===== src/rtl/core/bwe_pkg.sv =====
// ----------------------------------------------------------------------------
// bwe_pkg: Breit-Wigner evaluator shared types and constants
// Item structs, datapath command/status structs, state and op enums, and the
// fixed physics constants in raw Q8.24 / Q48 units.
// ----------------------------------------------------------------------------
`default_nettype none

package bwe_pkg;

  localparam int unsigned MASS_W  = 32;   // Q8.24 mass width
  localparam int unsigned WIDE_W  = 128;  // working width of long products
  localparam int unsigned ROOT_W  = 64;   // momentum root width
  localparam int unsigned RATIO_W = 48;   // momentum ratio width, Q24
  localparam int unsigned GW_W    = 40;   // running width, Q24
  localparam int unsigned FRAC_BITS = 24;
  localparam int unsigned NUM_SHIFT = 2 * FRAC_BITS - 14;
  localparam int unsigned OUT_W   = 32;

  // nucleon and pion masses, Q8.24
  localparam logic [WIDE_W-1:0] MN_RAW  = 128'd15752442;
  localparam logic [WIDE_W-1:0] MPI_RAW = 128'd2264532;
  // mN^2 + mPi^2 (Q48)
  localparam logic [63:0] MASS_SUM_SQ =
      64'(MN_RAW * MN_RAW + MPI_RAW * MPI_RAW);
  // 4 mN^2 mPi^2 (Q96)
  localparam logic [WIDE_W-1:0] MASS_PROD_SQ4 =
      (MN_RAW * MN_RAW) * (MPI_RAW * MPI_RAW) * 128'd4;
  // 1/(2 pi) in Q32
  localparam logic [31:0] INV2PI_Q32 = 32'd683565276;

  localparam logic [RATIO_W-1:0] RATIO_CAP = '1;
  localparam logic [GW_W-1:0]    WIDTH_CAP = '1;
  localparam logic [OUT_W-1:0]   OUT_MAX   = '1;

  // configuration register indexes
  localparam logic [1:0] CFG_RES_MASS   = 2'd0;
  localparam logic [1:0] CFG_BASE_WIDTH = 2'd1;
  localparam logic [1:0] CFG_BW_NORM    = 2'd2;
  localparam logic [1:0] CFG_ORBITAL_L  = 2'd3;

  // configuration reset values
  localparam logic [MASS_W-1:0] RST_RES_MASS   = 32'd20669530;
  localparam logic [MASS_W-1:0] RST_BASE_WIDTH = 32'd2013266;
  localparam logic [MASS_W-1:0] RST_BW_NORM    = 32'd16777216;
  localparam logic [2:0]        RST_ORBITAL_L  = 3'd1;

  typedef enum logic [1:0] {
    ST_OK      = 2'd0,
    ST_SAT     = 2'd1,
    ST_INVALID = 2'd2
  } status_e;

  typedef struct packed {
    logic              func;
    logic [MASS_W-1:0] w_mass;
  } bwe_in_t;

  typedef struct packed {
    logic [OUT_W-1:0] bw_value;
    logic [1:0]       status;
  } bwe_out_t;

  // shared iterative unit operations
  typedef enum logic [1:0] {
    AR_MUL,
    AR_DIV,
    AR_SQRT
  } arith_op_e;

  // datapath commands
  typedef enum logic [4:0] {
    DP_NONE,
    DP_LOAD,
    DP_MUL_XX,
    DP_ABS_A,
    DP_MUL_TT,
    DP_SUB_B,
    DP_SQRT,
    DP_SAVE_ROOT,
    DP_MUL_SWM,
    DP_SAVE_N,
    DP_MUL_SMW,
    DP_DIV_RATIO,
    DP_SAVE_RATIO,
    DP_MUL_GR,
    DP_SAVE_G,
    DP_MUL_DD,
    DP_SAVE_D2,
    DP_MUL_GG,
    DP_ADD_S,
    DP_MUL_DEN,
    DP_SAVE_DEN,
    DP_MUL_NUM,
    DP_DIV_Q,
    DP_SAVE_Q,
    DP_SET_INV,
    DP_EMIT
  } dp_op_e;

  typedef enum logic [4:0] {
    S_IDLE,
    S_CHECK,
    S_RT_SQ,
    S_RT_ABS,
    S_RT_SQ2,
    S_RT_SUB,
    S_RT_SQRT,
    S_RT_SAVE,
    S_RT_CHK,
    S_RAT_M1,
    S_RAT_N,
    S_RAT_M2,
    S_RAT_DIV,
    S_RAT_SAVE,
    S_G_MUL,
    S_G_SAVE,
    S_F_DD,
    S_F_D2,
    S_F_GG,
    S_F_ADD,
    S_F_DEN,
    S_F_SDEN,
    S_F_NUM,
    S_F_DIV,
    S_F_SAVE,
    S_INV,
    S_EMIT,
    S_WAIT
  } ctrl_state_e;

  typedef struct packed {
    dp_op_e op;
    logic   sel_w;   // root pass works on W (1) or on the resonance mass (0)
  } dp_cmd_t;

  typedef struct packed {
    logic       arith_busy;
    logic       in_invalid;
    logic       func;
    logic       sm_zero;
    logic       den_zero;
    logic [2:0] orbital_l;
  } dp_stat_t;

endpackage

`default_nettype wire


===== src/rtl/core/bwe_ctrl.sv =====
// ----------------------------------------------------------------------------
// bwe_ctrl: sequencing state machine
// Walks each item through its command sequence, waits on the shared unit,
// and hands the finished result to the output register.
// ----------------------------------------------------------------------------
`default_nettype none

module bwe_ctrl (
  input  wire logic              clk_i,
  input  wire logic              rst_ni,
  input  wire logic              in_valid_i,
  output logic                   in_stall_o,
  input  wire logic              out_stall_i,
  output logic                   out_valid_o,
  input  wire bwe_pkg::dp_stat_t stat_i,
  output bwe_pkg::dp_cmd_t       cmd_o
);
  import bwe_pkg::*;

  ctrl_state_e state_q, state_d;
  ctrl_state_e ret_q, ret_d;
  logic        sel_w_q, sel_w_d;
  logic [3:0]  cnt_q, cnt_d;
  logic        out_valid_q, out_valid_d;

  // state register
  always_ff @(posedge clk_i or negedge rst_ni) begin
    if (!rst_ni) begin
      state_q     <= S_IDLE;
      ret_q       <= S_IDLE;
      sel_w_q     <= 1'b0;
      cnt_q       <= '0;
      out_valid_q <= 1'b0;
    end else begin
      state_q     <= state_d;
      ret_q       <= ret_d;
      sel_w_q     <= sel_w_d;
      cnt_q       <= cnt_d;
      out_valid_q <= out_valid_d;
    end
  end

  // next state and commands
  always_comb begin
    state_d     = state_q;
    ret_d       = ret_q;
    sel_w_d     = sel_w_q;
    cnt_d       = cnt_q;
    out_valid_d = out_valid_q && out_stall_i;
    cmd_o.op    = DP_NONE;
    cmd_o.sel_w = sel_w_q;
    in_stall_o  = 1'b1;
    case (state_q)
      S_IDLE: begin
        in_stall_o = 1'b0;
        if (in_valid_i) begin
          cmd_o.op = DP_LOAD;
          state_d  = S_CHECK;
        end
      end
      S_CHECK: begin
        if (stat_i.in_invalid) begin
          state_d = S_INV;
        end else if (stat_i.func) begin
          sel_w_d = 1'b0;
          state_d = S_RT_SQ;
        end else begin
          state_d = S_F_DD;
        end
      end
      // decay momentum root of the selected mass
      S_RT_SQ: begin
        cmd_o.op = DP_MUL_XX;
        ret_d    = S_RT_ABS;
        state_d  = S_WAIT;
      end
      S_RT_ABS: begin
        cmd_o.op = DP_ABS_A;
        state_d  = S_RT_SQ2;
      end
      S_RT_SQ2: begin
        cmd_o.op = DP_MUL_TT;
        ret_d    = S_RT_SUB;
        state_d  = S_WAIT;
      end
      S_RT_SUB: begin
        cmd_o.op = DP_SUB_B;
        state_d  = S_RT_SQRT;
      end
      S_RT_SQRT: begin
        cmd_o.op = DP_SQRT;
        ret_d    = S_RT_SAVE;
        state_d  = S_WAIT;
      end
      S_RT_SAVE: begin
        cmd_o.op = DP_SAVE_ROOT;
        state_d  = sel_w_q ? S_RAT_M1 : S_RT_CHK;
      end
      S_RT_CHK: begin
        if (stat_i.sm_zero) begin
          state_d = S_INV;
        end else begin
          sel_w_d = 1'b1;
          state_d = S_RT_SQ;
        end
      end
      // momentum ratio
      S_RAT_M1: begin
        cmd_o.op = DP_MUL_SWM;
        ret_d    = S_RAT_N;
        state_d  = S_WAIT;
      end
      S_RAT_N: begin
        cmd_o.op = DP_SAVE_N;
        state_d  = S_RAT_M2;
      end
      S_RAT_M2: begin
        cmd_o.op = DP_MUL_SMW;
        ret_d    = S_RAT_DIV;
        state_d  = S_WAIT;
      end
      S_RAT_DIV: begin
        cmd_o.op = DP_DIV_RATIO;
        ret_d    = S_RAT_SAVE;
        state_d  = S_WAIT;
      end
      S_RAT_SAVE: begin
        cmd_o.op = DP_SAVE_RATIO;
        cnt_d    = {stat_i.orbital_l, 1'b1};
        state_d  = S_G_MUL;
      end
      // running width: 2L+1 scaling steps
      S_G_MUL: begin
        cmd_o.op = DP_MUL_GR;
        ret_d    = S_G_SAVE;
        state_d  = S_WAIT;
      end
      S_G_SAVE: begin
        cmd_o.op = DP_SAVE_G;
        if (cnt_q == 4'd1) begin
          state_d = S_F_DD;
        end else begin
          cnt_d   = cnt_q - 4'd1;
          state_d = S_G_MUL;
        end
      end
      // line shape
      S_F_DD: begin
        cmd_o.op = DP_MUL_DD;
        ret_d    = S_F_D2;
        state_d  = S_WAIT;
      end
      S_F_D2: begin
        cmd_o.op = DP_SAVE_D2;
        state_d  = S_F_GG;
      end
      S_F_GG: begin
        cmd_o.op = DP_MUL_GG;
        ret_d    = S_F_ADD;
        state_d  = S_WAIT;
      end
      S_F_ADD: begin
        cmd_o.op = DP_ADD_S;
        state_d  = S_F_DEN;
      end
      S_F_DEN: begin
        cmd_o.op = DP_MUL_DEN;
        ret_d    = S_F_SDEN;
        state_d  = S_WAIT;
      end
      S_F_SDEN: begin
        cmd_o.op = DP_SAVE_DEN;
        state_d  = S_F_NUM;
      end
      S_F_NUM: begin
        cmd_o.op = DP_MUL_NUM;
        ret_d    = S_F_DIV;
        state_d  = S_WAIT;
      end
      S_F_DIV: begin
        if (stat_i.den_zero) begin
          state_d = S_INV;
        end else begin
          cmd_o.op = DP_DIV_Q;
          ret_d    = S_F_SAVE;
          state_d  = S_WAIT;
        end
      end
      S_F_SAVE: begin
        cmd_o.op = DP_SAVE_Q;
        state_d  = S_EMIT;
      end
      S_INV: begin
        cmd_o.op = DP_SET_INV;
        state_d  = S_EMIT;
      end
      // move result into the output register once it is free
      S_EMIT: begin
        if (!out_valid_q || !out_stall_i) begin
          cmd_o.op    = DP_EMIT;
          out_valid_d = 1'b1;
          state_d     = S_IDLE;
        end
      end
      S_WAIT: begin
        if (!stat_i.arith_busy) begin
          state_d = ret_q;
        end
      end
      default: begin
        state_d = S_IDLE;
      end
    endcase
  end

  assign out_valid_o = out_valid_q;

endmodule

`default_nettype wire


===== config.mk =====
export PLATFORM = sky130hd
export DESIGN_NAME = bwe_ctrl
export DESIGN_NICKNAME = d
export VERILOG_FILES = /design/src/rtl/core/bwe_pkg.sv /design/src/rtl/core/bwe_ctrl.sv
export SDC_FILE = /design/constraint.sdc
export NUM_CORES = 1
export LEC_CHECK = 0
export BUFFER_PORTS_ARGS = -buffer_cell sky130_fd_sc_hd__clkbuf_2
export CORE_UTILIZATION = 55
export DETAILED_ROUTE_END_ITERATION = 10
export GPL_TIMING_DRIVEN = 0
export PLACE_DENSITY_LB_ADDON = 0.08
export SLEW_MARGIN = 10
export SYNTH_ARGS = -nofsm -noshare
export SYNTH_HDL_FRONTEND = slang
export SYNTH_SLANG_ARGS = --single-unit

===== constraint.sdc =====
create_clock -name clk_i -period 3.4 [get_ports clk_i]
set_clock_uncertainty 0.1 [all_clocks]
set_input_delay 0 -clock clk_i [delete_from_list [all_inputs] [get_ports clk_i]]
set_output_delay 0 -clock clk_i [all_outputs]
set_load 0.05 [all_outputs]

After elaboration in Yosys (flattened, before gate mapping)
Index checks and enable logic that the tools add are counted.

operators by class
  $mul = 0
  div/mod/pow operators = 0
  bitwise logic cells = 0
  magnitude comparators = 0
  equal/unequal tests = 36
  reductions and logical operators = 14
  muxes and demuxes = 25
  shift operators = 0
  $add $sub $neg = 1

operators by type and width
  kind                                                                 count
  5-bit case mux with 25 select lines                                  1
  5-bit case mux with 17 select lines                                  1
  5-bit == test (second input constant)                                12
  5-bit case mux with 12 select lines                                  1
  5-bit 2-to-1 mux                                                     10
  5-bit by 4-bit == test with 1-bit output (second input constant)     8
  5-bit by 3-bit == test with 1-bit output (second input constant)     4
  2-bit != test (second input constant)                                8
  12-bit nonzero test                                                  1
  11-bit OR reduction                                                  1
  5-bit by 2-bit == test with 1-bit output (second input constant)     2
  1-bit 2-to-1 mux                                                     8
  4-bit case mux with 2 select lines                                   1
  5-bit by 1-bit == test with 1-bit output (second input constant)     1
  5-bit logical NOT                                                    1
  4-bit by 1-bit == test with 1-bit output (second input constant)     1
  4-bit 2-to-1 mux                                                     1
  2-bit AND reduction                                                  2
  4-bit AND reduction                                                  1
  2-bit nonzero test                                                   2
  4-bit by 1-bit subtractor with 4-bit output (second input constant)  1
  3-bit AND reduction                                                  1
  1-bit logical NOT                                                    2
  2-bit 2-to-1 mux                                                     1
  other kinds (4)                                                      4

storage, ports and cells
  memories = 0
  flip-flop bits (word level) = 16
  ROM bits = 0
  output and inout port bits = 8
  memory bits (writable) = 0
  bits in latches = 0
  bits of input ports = 12

Logic depth before layout (Yosys ltp)
Gate-level depths: netlist (run 1).

  depth after elaboration = 4
  depth in mapped cells = 7
  mapped depth without buffers = 7

Worst setup path after synthesis (run 1)
OpenSTA, ideal clock, no wires.

  path type = register -> output
  from = register state_q[1]
  to = output port cmd_o[4] (netlist name)
  stages on the path, launching flop included = 7
  data required time = 3.300 ns
  buffers on the path = 3
  arrival = 2.162 ns
  path slack = 1.138 ns
  path through = dfrtp_1 -> buf_2 -> buf_2 -> buf_1 -> o21ai_0 -> mux2i_1 -> o21ai_0

RTL lines
  item                      line            text
  start: declaration        bwe_ctrl.sv:20  ctrl_state_e state_q, state_d;
  start signal: assignment  bwe_ctrl.sv:35  state_q <= state_d;
  end: declaration          bwe_ctrl.sv:16  output bwe_pkg::dp_cmd_t cmd_o

==> insert_results.sql, run 1 <==
INSERT INTO impl_metrics (metric_group, metric, value, unit) VALUES
('synthesis', 'syn_avg_cell_area', '7.623', 'um^2'),
('clock_tree', 'clk_path_buf_depth', '2', ''),
('synthesis', 'number_of_synthesized_register_bits', '16', ''),
('sta', 'timing.final.hold_violations', '0', ''),
('placement', 'detailed_place_hpwl', '3046', 'um'),
('floorplan', 'pin_count', '20', ''),
('final_layout', 'area_delta_synth_final', '17.57', '%'),
('synthesis', 'number_of_enable_type_register_cells_in_the_synthesized_netlist', '0', ''),
('clock_tree', 'tritoncts', 'done', ''),
('detailed_routing', 'route.met3.wl', '350', 'um'),
('clock_tree', 'post_cts.resized_instances', '0', ''),
('run_status', 'result_of_the_run', 'completed', ''),
('global_routing', 'grt_start_max_net_pins', '17', ''),
('min_path', 'worstHoldPathType', 'in2async', ''),
('floorplan', 'die_area', '2756', 'um^2'),
('sta', 'post-route-min-period', '2.284', 'ns'),
('worst_setup_path', 'rr_worst_depth', '7', ''),
('worst_setup_path', 'critical_path.startpoint_type', 'flop', ''),
('worst_setup_path', 'critPathArrivalTime', '2.18', 'ns'),
('sta', 'unrepaired_setup_endpoints_after_global_routing', 'false', ''),
('detailed_routing', 'drt_first_iter_violations', '112', ''),
('final_layout', 'final_util', '71.79', '%'),
('job', 'maxCapViolCount', '0', ''),
('detailed_routing', 'post_route_drc_violation_count', '0', ''),
('worst_setup_path', 'endpoint_kind', 'primary output', ''),
('final_layout', 'drive_gt1_share', '18.60', '%'),
('synthesis', 'synth-main-ff-cell', 'dfrtp_1', ''),
('floorplan', 'initial_utilization', '61.06', '%'),
('final_layout', 'nNetsFinal', '230', ''),
('detailed_routing', 'routed.top_layer', 'met4', ''),
('global_routing', 'aggregate_global_route_resource_usage', '34.84', '%'),
('sta', 'achievable-frequency', '437.9', 'MHz'),
('worst_setup_path', 'critical_path.reg2reg.startpoint', 'cnt_q[1]', ''),
('final_layout', 'num_antenna_cells', '0', ''),
('worst_setup_path', 'crit_end', 'cmd_o[3]', ''),
('sta', 'final_sum_of_negative_setup_slack', '0', 'ns'),
('detailed_routing', 'drt-met1-wl', '1823', 'um'),
('global_routing', 'first_global_vias', '1462', ''),
('synthesis', 'synth.area.top_cells', 'dfrtp_1, a21oi_1, nand2_1', ''),
('detailed_routing', 'dr_vias', '1591', ''),
('worst_setup_path', 'r2r_slack', '1.33', 'ns'),
('floorplan', 'row_count', '17', ''),
('synthesis', 'synthesis.nets', '198', ''),
('worst_setup_path', 'crit_required', '3.30', 'ns'),
('synthesis', 'synth_top_area_cell', 'dfrtp_1', ''),
('sta', 'max_slew.worst_pin.slew', '0.5338', 'ns'),
('placement', 'preCtsSetupSlack', '1.399', 'ns'),
('detailed_routing', 'wl', '4324', 'um'),
('clock_tree', 'tritoncts.num_buffers', '3', ''),
('placement', 'io_buffers', '19', ''),
('synthesis', 'ys_top_cells_by_count', 'nand2_1, a21oi_1, nor2_1', ''),
('detailed_routing', 'remaining_antenna_violation_count_after_routing', '0', ''),
('sta', 'setup_violations', '0', ''),
('worst_setup_path', 'worstSetupStartpoint', 'state_q[0]', ''),
('sta', 'drv_slew', '0', ''),
('synthesis', 'synth_top_area_share', '28.55', '%'),
('synthesis', 'synth.most_common_cell', 'nand2_1', ''),
('floorplan', 'coreArea', '2297', 'um^2'),
('synthesis', 'synthesis.instances', '184', ''),
('clock_tree', 'cts.sinks', '16', ''),
('floorplan', 'chip_height', '52.50', 'um'),
('detailed_routing', 'wl_per_cell', '17.79', 'um'),
('global_routing', 'antenna_violations_before_repair', '0', ''),
('placement', 'gpl_congestion', '0.9547', ''),
('sta', 'layout_worst_path_cycle_share', '67.17', '%'),
('clock_tree', 'clock_tree.root_cell', 'clkbuf_4', ''),
('detailed_routing', 'wl_met2', '1983', 'um'),
('global_routing', 'wire_length_of_the_first_global_routing_pass', '6837', 'um'),
('floorplan', 'die_x', '52.50', 'um'),
('clock_tree', 'cts-htree-levels', '1', ''),
('synthesis', 'syn-cell-area', '1403', 'um^2');
-- cells by family (layout without fill, tap and decap cells) --
group	after synthesis	in the layout	share of synthesized area [%]
DFF	16	16	28.55
xor gates and xnor gates	2	2	1.249
adders and majority gates	2	2	1.784
buffers and inverters	22	53	7.671
muxes	2	2	1.427
and+or+nand+nor	72	72	26.49
AOI/OAI and AO/OA	68	68	32.83
-- stage by stage --
stage          std cells  hold WS, ns  cell area [um^2]
3_5_place_dp         231      -0.1498              1533
5_1_grt              243      0.07377              1649
6_report             243      0.04831              1649
2_1_floorplan        184      -0.3956              1403
3_3_place_gp         231      -0.1560              1533
4_1_cts              243      0.06091              1649
-- worst max-delay path: stages, from the launching register on --
cell      delay [ns]
dfrtp_1         0.48
buf_2           0.27
buf_1           0.40
o21ai_0         0.15
o21ai_0         0.10
nand2_1         0.09
o21ai_0         0.08
clkbuf_2        0.30
-- repair_timing --
item,4_1_cts,5_1_grt
buffers inserted,0,0
hold buffers,8,0
endpoints found under the hold margin,23,0
-- cell usage in the layout (no fill, tap or decap), types with 2 or more instances in the layout --
cell,count
nand2_1,22
a21oi_1,19
clkbuf_2,19
nor2_1,18
dfrtp_1,16
o21ai_0,10
buf_2,8
dlygate4sd3_1,8
inv_1,7
nand2b_1,6
nand3b_1,5
nand3_1,5
o22ai_1,4
a211oi_1,4
o31ai_1,3
o21a_1,3
o211ai_1,3
nor3_1,3
a21o_1,3
o21ai_1,3
clkbuf_4,3
buf_4,2
nor2b_1,2
buf_1,2
mux2i_1,2
xnor2_1,2
nor4_1,2
ha_1,2
-- layer usage --
layer	vias to the layer above	track usage, %
li1	738	-
met1	739	46.07
met2	92	56.75
met3	22	4.928
met4	0	14.04
met5	-	0
-- sequential cells by signal (all words and copies together), names as in the netlist --
signal / cells
cnt_q: 4
out_valid_o: 1
ret_q: 5
sel_w_q: 1
state_q: 5
-- worst min path at each step --
stage / startpoint / end / slack [ns] / depth (start not counted)
after detailed placement: rst_ni / sel_w_q / -0.15 / 1
after global placement: rst_ni / sel_w_q / -0.16 / 1
after floorplan: rst_ni / cnt_q[0] / -0.40 / 0
final: rst_ni / state_q[0] / 0.05 / 2
after CTS: stat_i[5] / sel_w_q / 0.06 / 4
after global routing: stat_i[5] / sel_w_q / 0.07 / 4
-- cell type report --
cell class,instances,area (um^2),share of cell area (%)
multi-input combinational,146,894.6,54.25
sequential,16,400.4,24.28
timing repair buffer,27,175.2,10.62
buffer,14,77.57,4.704
clock buffer,4,36.28,2.200
tap,28,35.03,2.124
inverter,8,30.03,1.821
Power of run 1 is left out: the tool's default activity adds up to more than one toggle a clock period on the data nets, which glitch-free logic cannot reach.
==> run 2, diff against run 1 <==
--- a/config.mk
+++ b/config.mk
@@ -6,7 +6,7 @@
 export NUM_CORES = 1
 export LEC_CHECK = 0
 export BUFFER_PORTS_ARGS = -buffer_cell sky130_fd_sc_hd__clkbuf_2
-export CORE_UTILIZATION = 55
+export CORE_UTILIZATION = 51
 export DETAILED_ROUTE_END_ITERATION = 10
 export GPL_TIMING_DRIVEN = 0
 export PLACE_DENSITY_LB_ADDON = 0.08
==> constraint.sdc (replaced) <==
create_clock -name clk_i -period 2.1 [get_ports clk_i]
set_clock_uncertainty 0.1 [all_clocks]
set_input_delay 0 -clock clk_i [delete_from_list [all_inputs] [get_ports clk_i]]
set_output_delay 0 -clock clk_i [all_outputs]
set_load 0.05 [all_outputs]
==> run 2 against run 1 <==
Global-route usage fell by 2.8 points; largest cell class unchanged; worst hold slack improved by 0.0027 ns; final cell count rose by 0.82%; sequential share of layout area fell by 0.50 points; utilization fell by 5.2 points; die area rose by 7.5%.
==> insert_results.sql, run 2 (synthesized netlist as in run 1, its figures left out) <==
INSERT INTO impl_metrics (metric_group, metric, value, unit) VALUES
('clock_tree', 'cts.sinks', '16', ''),
('clock_tree', 'clk_path_buf_depth', '2', ''),
('sta', 'drv_slew', '0', ''),
('global_routing', 'first_global_vias', '1405', ''),
('final_layout', 'area_delta_synth_final', '20.78', '%'),
('floorplan', 'chip_height', '54.44', 'um'),
('run_status', 'result_of_the_run', 'completed', ''),
('final_layout', 'biggestRegsByFlops', 'ret_q (5), state_q (5), cnt_q (4)', ''),
('placement', 'io_buffers', '19', ''),
('detailed_routing', 'wl', '4223', 'um'),
('sta', 'unrepaired_setup_endpoints_after_global_routing', 'false', ''),
('clock_tree', 'tritoncts.num_buffers', '3', ''),
('final_layout', 'drive_gt1_share', '23.26', '%'),
('worst_setup_path', 'worstPathMaxFanout', '10', ''),
('clock_tree', 'clock_tree.root_cell', 'clkbuf_4', ''),
('worst_setup_path', 'worstSetupStartpoint', 'state_q[4]', ''),
('final_layout', 'layout.cells.most_common_list', 'nand2_1, a21oi_1, nor2_1', ''),
('sta', 'setup_ws', '0.09461', 'ns'),
('worst_setup_path', 'endpoint_kind', 'primary output', ''),
('detailed_routing', 'dr_vias', '1572', ''),
('min_path', 'worstHoldPathType', 'in2async', ''),
('final_layout', 'seqCellArea', '402.9', 'um^2'),
('detailed_routing', 'drtPass1Iterations', '4', ''),
('sta', 'setup_violations', '0', ''),
('placement', 'detailed_place_hpwl', '3017', 'um'),
('sta', 'relSlewSlack', '69.66', '%'),
('final_layout', 'nNetsFinal', '230', ''),
('worst_setup_path', 'critPathArrivalTime', '1.91', 'ns'),
('detailed_routing', 'vias_per_cell', '6.416', ''),
('worst_setup_path', 'rr_worst_depth', '7', ''),
('final_layout', 'layout_commonest_cell', 'nand2_1', ''),
('placement', 'gpl_congestion', '0.9539', ''),
('global_routing', 'grt_start_max_net_pins', '17', ''),
('floorplan', 'row_count', '18', ''),
('global_routing', 'gr-total-overflow', '0', ''),
('detailed_routing', 'wl_per_cell', '17.24', 'um'),
('floorplan', 'die_x', '54.44', 'um'),
('clock_tree', 'clk_latency', '0.30', 'ns'),
('clock_tree', 'cts-htree-levels', '1', ''),
('floorplan', 'coreArea', '2545', 'um^2'),
('final_layout', 'num_antenna_cells', '0', ''),
('job', 'maxCapViolCount', '0', ''),
('floorplan', 'initial_utilization', '55.11', '%'),
('worst_setup_path', 'path_class', 'reg2out', ''),
('sta', 'final_sum_of_negative_setup_slack', '0', 'ns'),
('clock_tree', 'clk_transition_reported_paths', '0.11', 'ns'),
('final_layout', 'num-fill-cells', '232', ''),
('clock_tree', 'tritoncts', 'done', ''),
('detailed_routing', 'post_route_drc_violation_count', '0', ''),
('detailed_routing', 'drt_first_iter_violations', '75', ''),
('sta', 'achievable-frequency', '498.7', 'MHz'),
('floorplan', 'pin_count', '20', ''),
('global_routing', 'aggregate_global_route_resource_usage', '32.00', '%'),
('worst_setup_path', 'critical_path.reg2reg.startpoint', 'cnt_q[1]', ''),
('sta', 'timing.final.hold_violations', '0', ''),
('sta', 'max_slew.worst_pin.slew', '0.4509', 'ns'),
('sta', 'post-route-min-period', '2.005', 'ns'),
('placement', 'preCtsSetupSlack', '0.08832', 'ns'),
('global_routing', 'wire_length_of_the_first_global_routing_pass', '6548', 'um'),
('sta', 'layout_worst_path_cycle_share', '95.49', '%'),
('detailed_routing', 'remaining_antenna_violation_count_after_routing', '0', ''),
('worst_setup_path', 'critical_path.startpoint_type', 'flop', ''),
('final_layout', 'area_of_combinational_cells_with_multiple_inputs', '909.6', 'um^2'),
('floorplan', 'die_area', '2964', 'um^2'),
('worst_setup_path', 'crit_required', '2.00', 'ns'),
('global_routing', 'antenna_violations_before_repair', '0', '');
-- run 2: critical path, cell delays in order (launching register included) --
cell,delay [ns]
dfrtp_1,0.38
buf_6,0.13
buf_2,0.18
or3_4,0.41
o311a_1,0.12
o32ai_1,0.14
buf_4,0.25
-- run 2: metrics by stage --
step                hold slack [ns]  cells  util (%)  area, um^2
floorplan                   -0.3956    184         -        1408
global placement            -0.1520    233     60.52        1540
detailed placement          -0.1427    233     60.52        1540
CTS                         0.06861    245     65.73        1673
global route                0.08142    245     66.57        1694
finish                      0.05097    245     66.57        1694
-- run 2: timing repair --
| item | CTS | global route |
|---|---|---|
| setup buffers | 0 | 0 |
| resized for setup | 8 | 13 |
| hold endpoints to repair | 23 | 0 |
| pin swaps | 0 | 0 |
| hold buffers | 8 | 0 |
| setup endpoints to repair | 4 | 4 |
-- run 2: worst paths after layout --
kind                            slack (ns)    endpoint
worst max-delay path                  0.09    cmd_o[1]
worst min-delay path                  0.05    cnt_q[3]
worst max register to register        0.11  state_q[1]
worst min register to register        0.40    ret_q[1]
max in group asynchronous             1.52  state_q[2]
min in group clk_i                    0.09     sel_w_q
-- run 2: area by class of cell --
class                   instances  area share, %
repair buffers                 27          10.78
plain buffers                  14          5.613
clock buffers                   4          2.142
multi-input cells             146          53.69
flip-flops and latches         16          23.78
inverters                       8          1.773
well taps                      30          2.216
-- run 2: per-layer routing --
layer / wire (um) / part of all wire, % / vias to the layer above / track usage (%)
li1: - / - / 743 / -
met1: 1721 / 41 / 721 / 39.12
met2: 2018 / 48 / 96 / 54.88
met3: 406 / 9.6 / 12 / 6.944
met4: 76 / 1.8 / 0 / 11.11
met5: 0 / 0 / - / 0
Power of run 2 is left out for the same reason.
==> run 3, diff against run 2 <==
--- a/config.mk
+++ b/config.mk
@@ -5,8 +5,9 @@
 export SDC_FILE = /design/constraint.sdc
 export NUM_CORES = 1
 export LEC_CHECK = 0
+export ABC_AREA = 1
 export BUFFER_PORTS_ARGS = -buffer_cell sky130_fd_sc_hd__clkbuf_2
-export CORE_UTILIZATION = 51
+export CORE_UTILIZATION = 52
 export DETAILED_ROUTE_END_ITERATION = 10
 export GPL_TIMING_DRIVEN = 0
 export PLACE_DENSITY_LB_ADDON = 0.08
==> run 3 against run 2 <==
The run now ends with hold timing left; first-iteration DRC count grew 1.3%; design area grew 3.4%; sequential share of layout area shrank 0.64 points; routed wire length shrank 2.6%; count of clock-buffer cells in the layout is the same; area after synthesis grew 6.9%; critical endpoint unchanged; utilization shrank 2.5 points.
==> insert_results.sql, run 3 <==
INSERT INTO impl_metrics (metric_group, metric, value, unit) VALUES
('run_status', 'result_of_the_run', 'finished, violations left', ''),
('run_status', 'violated_checks', 'hold timing', ''),
('final_layout', 'layout_commonest_cell', 'nand2_1', ''),
('sta', 'unrepaired_setup_endpoints_after_global_routing', 'false', ''),
('synthesis', 'synth.most_common_cell', 'nand2_1', ''),
('clock_tree', 'tritoncts.num_buffers', '3', ''),
('clock_tree', 'cts_setup_buffers', '0', ''),
('worst_setup_path', 'critical-path-max-stage-delay', '0.50', 'ns'),
('global_routing', 'grt_start_max_net_pins', '17', ''),
('floorplan', 'row_count', '19', ''),
('placement', 'gpl_congestion', '0.9208', ''),
('placement', 'detailed_place_hpwl', '3218', 'um'),
('detailed_routing', 'vias_per_cell', '5.440', ''),
('synthesis', 'synth.yosys.seq_area_share', '26.71', '%'),
('final_layout', 'layout.cells.most_common_list', 'nand2_1, inv_1, nor2_1', ''),
('sta', 'final_sum_of_negative_setup_slack', '0', 'ns'),
('pwr', 'leakage', '0.9968', 'nW'),
('pwr', 'power.share.switching', '60.19', '%'),
('worst_setup_path', 'critPathArrivalTime', '1.92', 'ns'),
('synthesis', 'synth.lib_cells_used.distinct', '28', ''),
('final_layout', 'num-fill-cells', '285', ''),
('detailed_routing', 'dr_vias', '1632', ''),
('detailed_routing', 'wl', '4115', 'um'),
('clock_tree', 'clock_tree.root_cell', 'clkbuf_4', ''),
('sta', 'setup_violations', '0', ''),
('floorplan', 'chip_height', '55.69', 'um'),
('final_layout', 'nNetsFinal', '284', ''),
('min_path', 'min_from', 'stat_i[5]', ''),
('final_layout', 'area_of_combinational_cells_with_multiple_inputs', '953.4', 'um^2'),
('sta', 'relSlewSlack', '73.49', '%'),
('global_routing', 'aggregate_global_route_resource_usage', '28.60', '%'),
('pwr', 'power_density', '1702', 'nW/um^2'),
('detailed_routing', 'wl_per_cell', '13.72', 'um'),
('clock_tree', 'cts.sinks', '16', ''),
('pwr', 'total_power', '0.002981', 'W'),
('synthesis', 'syn_avg_cell_area', '6.272', 'um^2'),
('clock_tree', 'clk_latency', '0.29', 'ns'),
('final_layout', 'num_antenna_cells', '0', ''),
('synthesis', 'synthesis.nets', '253', ''),
('pwr', 'power.internal', '0.001187', 'W'),
('placement', 'preCtsSetupSlack', '0.3005', 'ns'),
('sta', 'max_slew.worst_pin.slew', '0.3976', 'ns'),
('global_routing', 'gr-total-overflow', '0', ''),
('sta', 'setup_ws', '0.08055', 'ns'),
('final_layout', 'area_delta_synth_final', '16.86', '%'),
('floorplan', 'coreArea', '2734', 'um^2'),
('worst_setup_path', 'timing.critical_path.cells', 'nand2_4, nor2_8, nand2_1, inv_1, nor2_1, nand2_1, a21oi_1, nand4_1, clkbuf_2', ''),
('worst_setup_path', 'worstPathMaxFanout', '7', ''),
('floorplan', 'pin_count', '20', ''),
('synthesis', 'synth_top_area_share', '26.71', '%'),
('synthesis', 'synthesis.instances', '239', ''),
('worst_setup_path', 'path_class', 'reg2out', ''),
('clock_tree', 'clk_path_buf_depth', '2', ''),
('sta', 'post-route-min-period', '2.019', 'ns'),
('worst_setup_path', 'cp_slowest_cell', 'dfrtp_2', ''),
('detailed_routing', 'drtPass1Iterations', '4', ''),
('final_layout', 'seqCellArea', '405.4', 'um^2'),
('synthesis', 'synth_top_area_cell', 'dfrtp_1', ''),
('clock_tree', 'clk_transition_reported_paths', '0.10', 'ns'),
('synthesis', 'ys_top_cells_by_count', 'nand2_1, inv_1, nor2_1', ''),
('job', 'maxCapViolCount', '0', ''),
('worst_setup_path', 'endpoint_kind', 'primary output', ''),
('placement', 'post-place-cells', '289', ''),
('detailed_routing', 'drt_first_iter_violations', '76', ''),
('clock_tree', 'cts-htree-levels', '1', ''),
('pwr', 'p_seq_share', '20.8', '%'),
('clock_tree', 'tritoncts', 'done', ''),
('global_routing', 'antenna_violations_before_repair', '0', ''),
('pwr', 'p_sw', '0.001794', 'W'),
('pwr', 'ir_worst_vdd', '1.343', 'mV'),
('synthesis', 'number_of_synthesized_register_bits', '16', ''),
('synthesis', 'syn-cell-area', '1499', 'um^2'),
('floorplan', 'initial_utilization', '54.83', '%'),
('worst_setup_path', 'crit_required', '2.00', 'ns'),
('worst_setup_path', 'critical_path.reg2reg.startpoint', 'state_q[0]', ''),
('placement', 'io_buffers', '19', ''),
('sta', 'holdWs', '-0.008756', 'ns'),
('worst_setup_path', 'critical_path.startpoint_type', 'flop', ''),
('pwr', 'clock_power_share', '6.9', '%'),
('min_path', 'worstHoldPathType', 'in2reg', ''),
('synthesis', 'number_of_enable_type_register_cells_in_the_synthesized_netlist', '0', ''),
('detailed_routing', 'remaining_antenna_violation_count_after_routing', '0', ''),
('synthesis', 'synth.area.top_cells', 'dfrtp_1, nand2_1, nand3_1', ''),
('floorplan', 'die_x', '55.69', 'um'),
('synthesis', 'synth-main-ff-cell', 'dfrtp_1', ''),
('global_routing', 'first_global_vias', '1481', ''),
('floorplan', 'die_area', '3101', 'um^2'),
('final_layout', 'biggestRegsByFlops', 'ret_q (5), state_q (5), cnt_q (4)', ''),
('worst_setup_path', 'worstSetupStartpoint', 'state_q[0]', ''),
('global_routing', 'wire_length_of_the_first_global_routing_pass', '6872', 'um'),
('pwr', 'power.share.combinational', '72.3', '%'),
('worst_setup_path', 'cpMostUsedCell', 'nand2_1', ''),
('sta', 'layout_worst_path_cycle_share', '96.16', '%'),
('sta', 'drv_slew', '0', ''),
('final_layout', 'post_layout_nonfiller_instances', '300', ''),
('synthesis', 'synth_warnings', '0', ''),
('final_layout', 'drive_gt1_share', '27.51', '%'),
('detailed_routing', 'post_route_drc_violation_count', '0', ''),
('synthesis', 'synth-async-reset-ratio', '100.0', '%'),
('sta', 'timing.final.hold_violations', '1', ''),
('sta', 'achievable-frequency', '495.2', 'MHz');
==> run 3: through the flow <==
step	instance area (um^2)	hold slack [ns]	utilization [%]
finish	1752	-0.008756	64.07
global placement	1633	-0.1575	59.73
global route	1752	0.01744	64.07
detailed placement	1633	-0.1554	59.73
floorplan	1499	-0.3956	-
CTS	1739	0.005735	63.62
==> run 3: area by class of cell <==
| class | count | area share (%) |
|---|---|---|
| sequential | 16 | 23.14 |
| buffer | 2 | 0.8571 |
| clock buffer | 4 | 2.071 |
| inverter | 36 | 7.857 |
| timing repair buffer | 26 | 9.429 |
| multi-input combinational | 185 | 54.43 |
| tap | 31 | 2.214 |
==> run 3: logic make-up after synthesis <==
| family | count (synthesis) | synth area share (%) |
|---|---|---|
| AND/OR/NAND/NOR | 152 | 49.75 |
| flip-flops | 16 | 26.71 |
| buffers and inverters | 38 | 10.18 |
| adder cells (fa/ha/maj) | 2 | 1.669 |
| AO/OA/AOI/OAI | 31 | 11.69 |
==> run 3: worst max-delay path: cells and delay by family (launching register included) <==
kind / cells / cell delay, ns
compound gates: 1 / 0.17
buf+inv: 2 / 0.32
flops: 1 / 0.50
simple gates: 6 / 0.62
==> run 3: per-layer routing <==
metal | vias to the layer above | part of all wire (%) | global-route usage, %
li1 | 827 | - | -
met1 | 736 | 45 | 39.32
met2 | 55 | 47 | 45.44
met3 | 14 | 5.9 | 4.419
met4 | 0 | 2.5 | 10.71
met5 | - | 0 | 0
==> run 3: what timing repair did <==
action / CTS / global route
setup endpoints to repair: 0 / 5
hold buffers: 7 / 0
endpoints found under the hold margin: 22 / 0
resized for setup: 0 / 6
==> run 3: power by group through the flow <==
stage / registers (W) / logic [W] / clock network [W]
after CTS: 0.000610 / 0.00213 / 0.000209
after detailed placement: 0.000617 / 0.00211 / 0
after global routing: 0.000631 / 0.00239 / 0.000225
final: 0.000619 / 0.00215 / 0.000207
after floorplan: 0.000604 / 0.00168 / 0
after global placement: 0.000613 / 0.00211 / 0
==> run 3: final timing paths <==
| path | slack, ns | cells after the start | endpoint |
|---|---|---|---|
| setup / recovery | 0.08 | 9 | cmd_o[1] |
| hold / removal | -0.009 | 4 | sel_w_q |
| setup reg to reg | 0.26 | 8 | state_q[1] |
| hold reg to reg | 0.44 | 2 | out_valid_o |
| max in group asynchronous | 1.51 | 2 | state_q[1] |
| min in group asynchronous | 0.08 | 2 | cnt_q[2] |
No activity file was read; power rests on OpenSTA's default activity.
